### src/timed_event_table_assert.svh
// Assertion macros for the timed event table.
// Included by RTL files that carry concurrent checks; depends on clk_i and rst_ni.
`ifndef TIMED_EVENT_TABLE_ASSERT_SVH
`define TIMED_EVENT_TABLE_ASSERT_SVH
`ifndef ASSERT_OFF
`define TET_ASSERT(lbl, prop, msg) \
  lbl: assert property (@(posedge clk_i) disable iff (!rst_ni) prop) else $error(msg);
`define TET_ASSERT_IMPL(lbl, pre, post, msg) \
  lbl: assert property (@(posedge clk_i) disable iff (!rst_ni) (pre) |-> (post)) \
    else $error(msg);
`else
`define TET_ASSERT(lbl, prop, msg)
`define TET_ASSERT_IMPL(lbl, pre, post, msg)
`endif
`endif

### src/tet_pkg.sv
// Shared codes and types for the timed event table.
// No dependencies.
`default_nettype none
package tet_pkg;
  localparam logic [2:0] MODE_ADD_ONE = 3'd0;
  localparam logic [2:0] MODE_ADD_REP = 3'd1;
  localparam logic [2:0] MODE_REMOVE  = 3'd2;
  localparam logic [2:0] MODE_TICK    = 3'd3;
  localparam logic [2:0] MODE_CLEAR   = 3'd4;

  localparam logic [2:0] ST_ADDED     = 3'd0;
  localparam logic [2:0] ST_BAD_IVL   = 3'd1;
  localparam logic [2:0] ST_FULL      = 3'd2;
  localparam logic [2:0] ST_REMOVED   = 3'd3;
  localparam logic [2:0] ST_NOT_FOUND = 3'd4;
  localparam logic [2:0] ST_FIRED     = 3'd5;
  localparam logic [2:0] ST_CLEARED   = 3'd6;

  typedef struct packed {
    logic shift;
    logic insert;
    logic clear;
  } cell_ctrl_t;
endpackage
`default_nettype wire

### src/tet_cell.sv
// One timer slot of the chain: holds an entry, loads from its upper neighbour or from the insert inputs.
// Depends on tet_pkg.
`default_nettype none
module tet_cell import tet_pkg::*; #(
  parameter int TIME_BITS = 48
) (
  input  wire logic                 clk_i,
  input  wire logic                 rst_ni,
  input  wire cell_ctrl_t           ctrl_i,
  input  wire logic                 nb_valid_i,
  input  wire logic                 nb_rep_i,
  input  wire logic [TIME_BITS-1:0] nb_due_i,
  input  wire logic [31:0]          nb_ivl_i,
  input  wire logic [15:0]          nb_bud_i,
  input  wire logic [31:0]          nb_id_i,
  input  wire logic                 ins_rep_i,
  input  wire logic [TIME_BITS-1:0] ins_due_i,
  input  wire logic [31:0]          ins_ivl_i,
  input  wire logic [15:0]          ins_bud_i,
  input  wire logic [31:0]          ins_id_i,
  output logic                      valid_o,
  output logic                      rep_o,
  output logic [TIME_BITS-1:0]      due_o,
  output logic [31:0]               ivl_o,
  output logic [15:0]               bud_o,
  output logic [31:0]               id_o
);
  logic                 valid_q;
  logic                 rep_q;
  logic [TIME_BITS-1:0] due_q;
  logic [31:0]          ivl_q;
  logic [15:0]          bud_q;
  logic [31:0]          id_q;

  always_ff @(posedge clk_i or negedge rst_ni) begin
    if (!rst_ni) begin
      valid_q <= 1'b0;
    end else if (ctrl_i.clear) begin
      valid_q <= 1'b0;
    end else if (ctrl_i.shift) begin
      valid_q <= nb_valid_i;
    end else if (ctrl_i.insert) begin
      valid_q <= 1'b1;
    end
  end

  always_ff @(posedge clk_i) begin
    if (ctrl_i.shift) begin
      rep_q <= nb_rep_i;
      due_q <= nb_due_i;
      ivl_q <= nb_ivl_i;
      bud_q <= nb_bud_i;
      id_q  <= nb_id_i;
    end else if (ctrl_i.insert) begin
      rep_q <= ins_rep_i;
      due_q <= ins_due_i;
      ivl_q <= ins_ivl_i;
      bud_q <= ins_bud_i;
      id_q  <= ins_id_i;
    end
  end

  assign valid_o = valid_q;
  assign rep_o   = rep_q;
  assign due_o   = due_q;
  assign ivl_o   = ivl_q;
  assign bud_o   = bud_q;
  assign id_o    = id_q;
endmodule
`default_nettype wire

### src/timed_event_table.sv
// Timed event table: a chain of SLOTS timer cells kept in insertion order.
// Input channel (in_valid_i / in_stall_o) carries mode, now_ms, period_ms,
// repeat_budget and target_id; a transfer happens when valid is high and
// stall is low. Output channel (out_valid_o / out_stall_i) carries status,
// event_id and last_of_run, one result per transfer (per fired id for a tick).
// Add and clear update the table when accepted and deliver their result
// from the finish state. Remove and tick rotate the whole chain through the
// head cell, one slot per cycle unless the output stalls it, then squeeze
// out freed slots, one gap per cycle, then hand over the final result, if any.
// Fired ids leave one per cycle during the rotation unless stalled; each is
// held back one step so the final one can carry the last marker. A stalled
// receiver pauses the rotation when a second result is waiting. The input
// is stalled whenever an item is in progress.
// Reset empties the table and zeroes the id counter; no clearing pass.
// Depends on tet_pkg, tet_cell and timed_event_table_assert.svh.
`default_nettype none
`include "timed_event_table_assert.svh"
module timed_event_table import tet_pkg::*; #(
  parameter int SLOTS     = 16,
  parameter int TIME_BITS = 48
) (
  input  wire logic        clk_i,
  input  wire logic        rst_ni,
  input  wire logic        in_valid_i,
  output logic             in_stall_o,
  input  wire logic [2:0]  mode_i,
  input  wire logic [47:0] now_ms_i,
  input  wire logic [31:0] period_ms_i,
  input  wire logic [15:0] repeat_budget_i,
  input  wire logic [31:0] target_id_i,
  output logic             out_valid_o,
  input  wire logic        out_stall_i,
  output logic [2:0]       status_o,
  output logic [31:0]      event_id_o,
  output logic             last_of_run_o
);
  localparam int CW    = (TIME_BITS > 48) ? TIME_BITS : 48;
  localparam int CNT_W = $clog2(SLOTS);
  localparam logic [CW:0] TMAX = (CW+1)'((65'd1 << TIME_BITS) - 65'd1);

  typedef enum logic [1:0] {S_IDLE, S_SCAN, S_COMPACT, S_FINISH} state_e;

  state_e                 state_q;
  logic [CNT_W-1:0]       cnt_q;
  logic [2:0]             mode_q;
  logic [47:0]            now_q;
  logic [31:0]            target_q;
  logic                   hit_q;
  logic [31:0]            id_ctr_q;
  logic                   pend_valid_q;
  logic [2:0]             pend_status_q;
  logic [31:0]            pend_id_q;
  logic                   out_valid_q;
  logic [2:0]             out_status_q;
  logic [31:0]            out_id_q;
  logic                   out_last_q;

  logic                   v   [SLOTS];
  logic                   rep [SLOTS];
  logic [TIME_BITS-1:0]   due [SLOTS];
  logic [31:0]            ivl [SLOTS];
  logic [15:0]            bud [SLOTS];
  logic [31:0]            id  [SLOTS];
  cell_ctrl_t             ctrl [SLOTS];
  logic                   hole [SLOTS];

  function automatic logic [TIME_BITS-1:0] sat_add(logic [47:0] a, logic [31:0] b);
    logic [CW:0] s;
    s = (CW+1)'(a) + (CW+1)'(b);
    return (s > TMAX) ? TMAX[TIME_BITS-1:0] : s[TIME_BITS-1:0];
  endfunction

  logic                 accept;
  logic                 out_free;
  logic                 is_tick;
  logic                 fire;
  logic                 step_ok;
  logic                 gap;
  logic                 ins_rep;
  logic                 ins_ok;
  logic                 tl_valid;
  logic [TIME_BITS-1:0] tl_due;
  logic [15:0]          tl_bud;
  logic [TIME_BITS-1:0] rearm;

  assign accept   = in_valid_i && (state_q == S_IDLE);
  assign out_free = !out_valid_q || !out_stall_i;
  assign is_tick  = (mode_q == MODE_TICK);
  assign fire     = is_tick && v[0] && (CW'(now_q) >= CW'(due[0]));
  assign step_ok  = !(fire && pend_valid_q && !out_free);
  assign rearm    = sat_add(now_q, ivl[0]);
  assign ins_rep  = (mode_i == MODE_ADD_REP);
  assign ins_ok   = !(ins_rep && (period_ms_i == 32'd0)) && !v[SLOTS-1];

  always_comb begin
    tl_due = due[0];
    tl_bud = bud[0];
    if (is_tick) begin
      tl_valid = v[0] && !(fire && (!rep[0] || (bud[0] == 16'd1)));
      if (fire && rep[0]) begin
        tl_due = rearm;
        if (bud[0] != 16'd0) tl_bud = bud[0] - 16'd1;
      end
    end else begin
      tl_valid = v[0] && (id[0] != target_q);
    end
  end

  always_comb begin
    gap = 1'b0;
    for (int i = 0; i < SLOTS - 1; i++) begin
      if (!v[i] && v[i+1]) gap = 1'b1;
    end
    hole[0] = !v[0];
    for (int i = 1; i < SLOTS; i++) begin
      hole[i] = hole[i-1] || !v[i];
    end
  end

  always_comb begin
    for (int i = 0; i < SLOTS; i++) begin
      ctrl[i] = '0;
      unique case (state_q)
        S_IDLE: begin
          if (accept) begin
            ctrl[i].clear  = (mode_i == MODE_CLEAR);
            ctrl[i].insert = ((mode_i == MODE_ADD_ONE) || ins_rep) && ins_ok && !v[i] &&
                             ((i == 0) || v[(i == 0) ? 0 : i-1]);
          end
        end
        S_SCAN:    ctrl[i].shift = step_ok;
        S_COMPACT: ctrl[i].shift = gap && hole[i];
        default:   ctrl[i] = '0;
      endcase
    end
  end

  for (genvar g = 0; g < SLOTS; g++) begin : g_cell
    logic                 nb_v;
    logic [TIME_BITS-1:0] nb_due;
    logic [15:0]          nb_bud;
    if (g == SLOTS - 1) begin : g_tail
      assign nb_v   = (state_q == S_SCAN) ? tl_valid : 1'b0;
      assign nb_due = tl_due;
      assign nb_bud = tl_bud;
    end else begin : g_mid
      assign nb_v   = v[g+1];
      assign nb_due = due[g+1];
      assign nb_bud = bud[g+1];
    end
    tet_cell #(.TIME_BITS(TIME_BITS)) u_cell (
      .clk_i      (clk_i),
      .rst_ni     (rst_ni),
      .ctrl_i     (ctrl[g]),
      .nb_valid_i (nb_v),
      .nb_rep_i   (rep[(g + 1) % SLOTS]),
      .nb_due_i   (nb_due),
      .nb_ivl_i   (ivl[(g + 1) % SLOTS]),
      .nb_bud_i   (nb_bud),
      .nb_id_i    (id[(g + 1) % SLOTS]),
      .ins_rep_i  (ins_rep),
      .ins_due_i  (sat_add(now_ms_i, period_ms_i)),
      .ins_ivl_i  (period_ms_i),
      .ins_bud_i  (ins_rep ? repeat_budget_i : 16'd0),
      .ins_id_i   (id_ctr_q),
      .valid_o    (v[g]),
      .rep_o      (rep[g]),
      .due_o      (due[g]),
      .ivl_o      (ivl[g]),
      .bud_o      (bud[g]),
      .id_o       (id[g])
    );
  end

  always_ff @(posedge clk_i or negedge rst_ni) begin
    if (!rst_ni) begin
      state_q       <= S_IDLE;
      cnt_q         <= '0;
      mode_q        <= MODE_ADD_ONE;
      hit_q         <= 1'b0;
      id_ctr_q      <= '0;
      pend_valid_q  <= 1'b0;
      out_valid_q   <= 1'b0;
      now_q         <= '0;
      target_q      <= '0;
      pend_status_q <= ST_ADDED;
      pend_id_q     <= '0;
      out_status_q  <= ST_ADDED;
      out_id_q      <= '0;
      out_last_q    <= 1'b0;
    end else begin
      if (!out_stall_i) out_valid_q <= 1'b0;
      unique case (state_q)
        S_IDLE: begin
          if (accept) begin
            mode_q   <= mode_i;
            now_q    <= now_ms_i;
            target_q <= target_id_i;
            hit_q    <= 1'b0;
            cnt_q    <= '0;
            case (mode_i)
              MODE_ADD_ONE, MODE_ADD_REP: begin
                pend_valid_q <= 1'b1;
                pend_id_q    <= 32'd0;
                state_q      <= S_FINISH;
                if (ins_rep && (period_ms_i == 32'd0)) begin
                  pend_status_q <= ST_BAD_IVL;
                end else if (v[SLOTS-1]) begin
                  pend_status_q <= ST_FULL;
                end else begin
                  pend_status_q <= ST_ADDED;
                  pend_id_q     <= id_ctr_q;
                  id_ctr_q      <= id_ctr_q + 32'd1;
                end
              end
              MODE_REMOVE, MODE_TICK: state_q <= S_SCAN;
              MODE_CLEAR: begin
                pend_valid_q  <= 1'b1;
                pend_status_q <= ST_CLEARED;
                pend_id_q     <= 32'd0;
                state_q       <= S_FINISH;
              end
              default: state_q <= S_IDLE;
            endcase
          end
        end
        S_SCAN: begin
          if (step_ok) begin
            cnt_q <= cnt_q + 1'b1;
            if (!is_tick && v[0] && (id[0] == target_q)) hit_q <= 1'b1;
            if (fire) begin
              if (pend_valid_q) begin
                out_valid_q  <= 1'b1;
                out_status_q <= pend_status_q;
                out_id_q     <= pend_id_q;
                out_last_q   <= 1'b0;
              end
              pend_valid_q  <= 1'b1;
              pend_status_q <= ST_FIRED;
              pend_id_q     <= id[0];
            end
            if (cnt_q == CNT_W'(SLOTS - 1)) state_q <= S_COMPACT;
          end
        end
        S_COMPACT: begin
          if (!gap) begin
            if (is_tick) begin
              state_q <= pend_valid_q ? S_FINISH : S_IDLE;
            end else begin
              pend_valid_q  <= 1'b1;
              pend_status_q <= hit_q ? ST_REMOVED : ST_NOT_FOUND;
              pend_id_q     <= target_q;
              state_q       <= S_FINISH;
            end
          end
        end
        S_FINISH: begin
          if (out_free) begin
            out_valid_q  <= 1'b1;
            out_status_q <= pend_status_q;
            out_id_q     <= pend_id_q;
            out_last_q   <= 1'b1;
            pend_valid_q <= 1'b0;
            state_q      <= S_IDLE;
          end
        end
        default: state_q <= S_IDLE;
      endcase
    end
  end

  assign in_stall_o    = (state_q != S_IDLE);
  assign out_valid_o   = out_valid_q;
  assign status_o      = out_status_q;
  assign event_id_o    = out_id_q;
  assign last_of_run_o = out_last_q;

  `TET_ASSERT_IMPL(a_finish_pend, state_q == S_FINISH, pend_valid_q, "finish without result")
  `TET_ASSERT_IMPL(a_idle_prefix, state_q == S_IDLE, !gap, "table not compacted in idle")
  `TET_ASSERT_IMPL(a_idle_empty, state_q == S_IDLE, !pend_valid_q, "result left pending")
  `TET_ASSERT(a_no_overrun, (out_valid_q && out_stall_i) |=> out_valid_q, "result dropped")
endmodule
`default_nettype wire
### config.mk
export PLATFORM = sky130hd
export DESIGN_NAME = timed_event_table
export DESIGN_NICKNAME = d
export VERILOG_FILES = /design/src/tet_pkg.sv /design/src/tet_cell.sv /design/src/timed_event_table.sv
export VERILOG_INCLUDE_DIRS = /design/src /design/src/src
export SDC_FILE = /design/constraint.sdc
export NUM_CORES = 2
export LEC_CHECK = 0
export BUFFER_PORTS_ARGS = -buffer_cell sky130_fd_sc_hd__buf_4
export CAP_MARGIN = 15
export CORE_ASPECT_RATIO = 1.75
export CORE_MARGIN = 5
export CORE_UTILIZATION = 29
export CTS_BUF_LIST = sky130_fd_sc_hd__clkbuf_2 sky130_fd_sc_hd__clkbuf_4 sky130_fd_sc_hd__clkbuf_8
export DETAILED_ROUTE_END_ITERATION = 8
export GPL_TIMING_DRIVEN = 0
export SYNTH_ARGS = -nofsm -noshare
export SYNTH_HDL_FRONTEND = slang
export SYNTH_SLANG_ARGS = --single-unit
### constraint.sdc
create_clock -name clk_i -period 19.41 [get_ports clk_i]
set_input_delay 1.941 -clock clk_i [delete_from_list [all_inputs] [get_ports clk_i]]
set_output_delay 1.941 -clock clk_i [all_outputs]
set_load 0.03 [all_outputs]
; Word level (Yosys, flattened, before mapping)
; Cells that the tools add are included.
[totals]
reg_bits = 2275
elab_cells = 657
rom_bits = 0
memories = 0
inputBits = 135
latchBits = 0
mem_bits_rw = 0
output_inout_bits = 38
[op_classes]
order_cmp = 3
bitwise_logic = 2
div_mod_pow = 0
reduce_logical = 169
n_addsub = 5
n_eq_ne = 23
mul = 0
mux = 345
shift = 0
[op_table]
columns = cell, n
row1 = $mux W32, 75
row2 = $mux W48, 36
row3 = $mux W16, 36
row4 = $pmux W32 S2, 2
row5 = $mux W1, 116
row6 = $add A48 B32 Y49, 2
row7 = $gt A49 B48 Y1 const B, 2
row8 = $pmux W32 S3, 1
row9 = $mux W2, 41
row10 = $logic_and A1 B1 Y1, 76
row11 = $reduce_bool A3 Y1, 17
row12 = $ge A48 B48 Y1, 1
row13 = $pmux W1 S2, 19
row14 = $reduce_bool A2 Y1, 19
row15 = $add A32 B1 Y32 const B, 1
row16 = $eq A32 B32 Y1, 1
row17 = $logic_not A32 Y1, 1
row18 = $ne A32 B32 Y1, 1
row19 = $mux W3, 10
row20 = $logic_not A1 Y1, 24
row21 = $logic_or A1 B1 Y1, 18
row22 = $eq A16 B1 Y1 const B, 1
row23 = $ne A2 B2 Y1 const B, 8
row24 = $reduce_bool A16 Y1, 1
row25 = 27 further kinds, 38

; Depth between registers and ports, before layout
[logic_depth]
ltp_word = 21
ltp_mapped = 15
mapped_depth_nobuf = 12

; Cells and area by module
; From an unflattened synthesis, not the netlist that was laid out.
[hier_totals]
hier_cells = 6201
area_unflattened_um2 = 108630.4
[modules_own_cells]
columns = mod, cells_each, seq_area_each_um2, instances, area_per_inst_um2
row1 = tet_cell, 278, 3898.7, 16, 5804.3
row2 = timed_event_table, 1753, 4879.7, 1, 15761.4

; Least setup slack after synthesis
; OpenSTA, ideal clock, no wires.
[synth_timing]
path_kind = in2reg
start = in mode_i[0]
end = reg g_cell[13].u_cell.bud_q[0], enable pin
required_time_ns = 18.615
path_buffers = 1
path_slack_ns = 6.474
cell_stages = 7
arrival_ns = 12.141
path_cell_list = nor3b_1 nand3_1 nor3_1 nor4b_2 clkbuf_1 nand2_1 o21ai_0
[synth_between]
elab_chain_cells = 10
elab_cells_between_ends = 12
classes_between = 1 x eq/ne / 2 x mux / 9 x reduce/logical
[synth_rtl]
columns = item, line_no
row1 = start: declaration, timed_event_table.sv:26  ; input wire logic [2:0] mode_i,
row2 = $eq A3 B1 Y1, timed_event_table.sv:92  ; assign ins_rep = (mode_i == MODE_ADD_REP);
row3 = $logic_and A1 B1 Y1, timed_event_table.sv:93  ; assign ins_ok = !(ins_rep && (period_ms_i == 32'd0)) && !v[SLOTS-1];
row4 = $logic_not A1 Y1, timed_event_table.sv:93
row5 = $logic_and A1 B1 Y1, timed_event_table.sv:93
row6 = $logic_and A1 B1 Y1 * (3 in a row), timed_event_table.sv:127  ; ctrl[i].insert = ((mode_i == MODE_ADD_ONE) || ins_rep) && ins_ok && !v[i] &&
row7 = $mux W2 *, timed_event_table.sv:125  ; if (accept) begin
row8 = $mux W2 *, timed_event_table.sv:123  ; unique case (state_q)
row9 = $reduce_bool A2 Y1 (no source line) *, --
row10 = end signal: assignment, tet_cell.sv:52  ; bud_q <= nb_bud_i;
row11 = end signal: assignment, tet_cell.sv:58  ; bud_q <= ins_bud_i;
row12 = end: declaration, tet_cell.sv:32  ; logic [15:0] bud_q;
; Mark *: on every way between the ends. The rest lies on a longest branch, timed or not.
; A chain may end at the register's enable or synchronous reset.

; Final worst setup path
[layout_timing]
start = in period_ms_i[1]
end = reg g_cell[10].u_cell.due_q[21] (data pin)
[layout_between]
elab_chain_cells = 5
[layout_rtl]
columns = item, line_no
row1 = start: declaration, timed_event_table.sv:28  ; input wire logic [31:0] period_ms_i,
row2 = $add A48 B32 Y49 *, timed_event_table.sv:69  ; s = (CW+1)'(a) + (CW+1)'(b);
row3 = $gt A49 B48 Y1, timed_event_table.sv:70  ; return (s > TMAX) ? TMAX[TIME_BITS-1:0] : s[TIME_BITS-1:0];
row4 = $mux W48 *, timed_event_table.sv:70
row5 = $mux W48 *, tet_cell.sv:54  ; end else if (ctrl_i.insert) begin
row6 = $mux W48 *, tet_cell.sv:48  ; if (ctrl_i.shift) begin
row7 = end signal: assignment, tet_cell.sv:50  ; due_q <= nb_due_i;
row8 = end signal: assignment, tet_cell.sv:56  ; due_q <= ins_due_i;
row9 = end: declaration, tet_cell.sv:30  ; logic [TIME_BITS-1:0] due_q;
; Mark *: on every way between the ends. The rest lies on a longest branch, timed or not. The select of a mux whose other input is x is not followed.

==> metrics.md <==
| Metric | Value |
|---|---|
| Most frequent cells after synthesis | `edfxtp_1 (2064), nand2_1 (1651), o21ai_0 (1105)` |
| Clock Skews | `0.0598 ns` |
| I/O pins | `173` |
| #FFs+latches synth | `~2300` |
| Largest family of logic cells by synthesized area | `multiplexers` |
| Final period utilization | `0.356` |
| Die Area | `360000 sq um` |
| Final Max Tran Viols | `0` |
| Root Buffer | `clkbuf_8` |
| Synth area leader | `edfxtp_1` |
| Fillers | `34300` |
| DR iter-0 viols | `~5700` |
| P&R area growth vs syn | `15.5%` |
| Core ar. | `between 300000 and 400000 sq um` |
| Simple logic cell fraction of the synthesized area | `0.0841` |
| Critical Path End Type | `register` |
| RSZ-0062 raised after global routing | `false` |
| Area share of the largest cell type after synthesis | `0.615` |
| Critical-path top delay cell | `a211oi_2` |
| Worst Max-Slew Pin Slew | `roughly 1.3 ns` |
| Synth area leaders | `edfxtp_1 (61%), mux2_2 (11%), nand2_1 (6.1%)` |
| Max clock buf depth | `4` |
| CP delay by family, top | `compound AO/OA/AOI/OAI gates` |
| Via Count | `approximately 68000` |
| Mean Syn Cell Area | `12.9 sq um` |
| CTS tree | `yes` |
| Outcome | `completed` |
| Crit path top cell by count | `clkbuf_1` |
| CTS buffer count | `a little over 300` |
| Drt total wl | `335 mm` |
| Clock sink count | `2275` |
| Crit path buf inv count | `5` |
| Detail-routed via count per cell | `5.10` |
| Compound-gate portion of the synthesized area | `0.0871` |
| Placed Cells | `12700` |
| Critical-path cell list | `buf_4, inv_1, clkbuf_1, fa_1, nand2b_1, a21o_1, a211o_1, a31oi_1, a31oi_2, a211oi_2, buf_2, nor2_1, clkbuf_1, o21ai_0` |
| Cells after Synth | `a little under 8000` |
| Clock transition at the registers of the reported paths | `0.08 ns` |
| H-tree Lvls | `5` |
| Crit-path max cell delay | `0.85 ns` |
| Vias in the first global route | `70000` |
| Max cap viols | `0` |
| Post-CTS sizing | `0` |
| Avg WL per Cell | `25.3 um` |
| Rows | `286` |
| Seq/Total Area, Yosys | `0.667` |
| Count of cell types in the netlist | `85` |
| Layout cells sized above 1 | `0.222` |
| First-pass GRT wire length | `478 mm` |
| Rel. slew slack | `0.143` |
| Grt ovf | `0` |
| Die X | `approximately 460 um` |
| Critical path peak fanout | `10` |
| Pin count of the biggest net entering global routing | `93` |
| Synth Area in XOR/XNOR | `0.0118` |
| Synth Cell Area | `101000 sq um` |
| Fin cells | `13300` |
| Hold Vio Cnt, Final | `0` |
| WP data arrival | `slightly below 8 ns` |
| WS Path Type | `in2reg` |
| 1st-pass router iterations | `6` |
| Req. time, crit path | `slightly above 20 ns` |
| Multiplexer share of the synthesized area | `0.107` |
| DP Wirelength | `249 mm` |
| Overall Global Routing Usage | `0.179` |
| RePlAce Congestion | `around 0.93` |
| Clk Latency, worst-skew pair | `0.97 ns` |
| YS warnings | `0` |
| Hold_buf cts | `0` |
| Top_reg_cell synth | `edfxtp_1` |
| # port buffers | `172` |
| FFs w/ async S/R, synth | `0.0927` |
| Initial antenna violation count | `68` |
| Worst hold path class | `reg2reg` |
| Top-count cell post-synth | `edfxtp_1` |
| Crit path launch type | `primary input` |
| Initial core utilization | `0.291` |
| Nets@finish | `8634` |
| Setup-failing EPs final | `0` |
| Area share of fa/ha/maj cells after synthesis | `0.0154` |
| Reg2reg setup slack | `12.96 ns` |
| Drt drc | `0` |
| Syn_nets | `slightly above 8000` |
| Number of flops mapped to enable cells by yosys | `2064` |
| Post-CTS setup buffer count | `0` |
| Minimum clock period | `6.91 ns` |
| ANT nets after route | `0` |
| Max frequency | `0.145 GHz` |
| Minimum hold slack | `0.493 ns` |
| Die Height | `790 um` |
==> cell usage in the layout, fill, tap and decap left out, types with 34 or more instances in the layout <==
| cell type | instances |
|---|---|
| diode_2 | 34 |
| nor3_1 | 44 |
| a21oi_1 | 97 |
| nand2_1 | 1650 |
| xnor2_1 | 72 |
| edfxtp_1 | 2064 |
| nand3_1 | 60 |
| dfrtp_1 | 211 |
| a22o_1 | 67 |
| clkbuf_1 | 389 |
| buf_1 | 45 |
| inv_1 | 87 |
| clkinv_1 | 80 |
| mux2_2 | 946 |
| xor2_1 | 64 |
| clkbuf_4 | 74 |
| a21o_1 | 39 |
| o21ai_1 | 36 |
| nor2_1 | 116 |
| buf_4 | 176 |
| buf_12 | 57 |
| buf_2 | 152 |
| clkbuf_8 | 323 |
| nand4_1 | 38 |
| o21ai_0 | 1103 |
| ha_1 | 121 |
==> per-stage QoR <==
step | TNS, ns | utilization | setup WS (ns) | area (sq um)
finish | 0 | 0.336 | 12.50 | 116000
global route | 0 | 0.336 | 12.50 | 116000
CTS | 0 | 0.336 | 12.55 | 116000
detailed placement | 0 | 0.318 | 11.54 | 110000
global placement | -774.81 | 0.311 | -3.67 | 108000
floorplan | 0 | - | 6.47 | 101000
==> metal layers <==
| layer | global-route usage | wire length, um | vias to the layer above |
|---|---|---|---|
| li1 | - | - | 29700 |
| met1 | 0.190 | 116000 | 34300 |
| met2 | 0.312 | 166000 | 2686 |
| met3 | 0.0312 | 21300 | 902 |
| met4 | 0.143 | 31000 | 36 |
| met5 | 0 | 227 | - |
==> state kept, by name (all words and copies together) (netlist names), 4 cells and up <==
register	flops
g_cell.u_cell.id_o	512
id_ctr_q	32
pend_id_q	32
now_q	48
g_cell.u_cell.bud_o	256
g_cell.u_cell.ivl_o	512
target_q	32
g_cell.u_cell.due_o	768
g_cell.u_cell.valid_o	16
g_cell.u_cell.rep_o	16
event_id_o	32
cnt_q	4
==> path summary, 6_finish.rpt <==
kind | startpoint | end | depth (start not counted)
worst max register to register | now_q[7] | g_cell[15].u_cell.id_o[15] | 13
max in group asynchronous | rst_ni | now_q[31] | 3
min in group asynchronous | rst_ni | target_q[14] | 1
worst min-delay path | pend_id_q[16] | event_id_o[16] | 1
worst min register to register | pend_id_q[16] | event_id_o[16] | 1
worst max-delay path | period_ms_i[1] | g_cell[10].u_cell.due_o[21] | 14
==> kinds of logic (layout without fill, tap and decap cells) <==
family / Yosys count / count (layout)
mux: 957 / 957
fa+ha+maj: 123 / 123
simple gates: 2062 / 2062
other cells: 0 / 34
compound gates: 1554 / 1554
flops: 2275 / 2275
xor+xnor: 136 / 136
buf+inv: 685 / 1508
==> cell type report <==
class	count	area (sq um)	share of cell area
clock inverters	149	1050	0.00901
multi-input cells	4832	31000	0.266
flip-flops and latches	2275	67300	0.578
repair buffers	277	3480	0.0299
well taps	4608	5770	0.0495
inverters	87	327	0.00281
plain buffers	598	2460	0.0211
clock buffers	397	5000	0.0430
diodes	34	85.1	0.000731
Power is not shown: default switching activity piles up to over one toggle a cycle in this logic, so the estimate is an artifact.
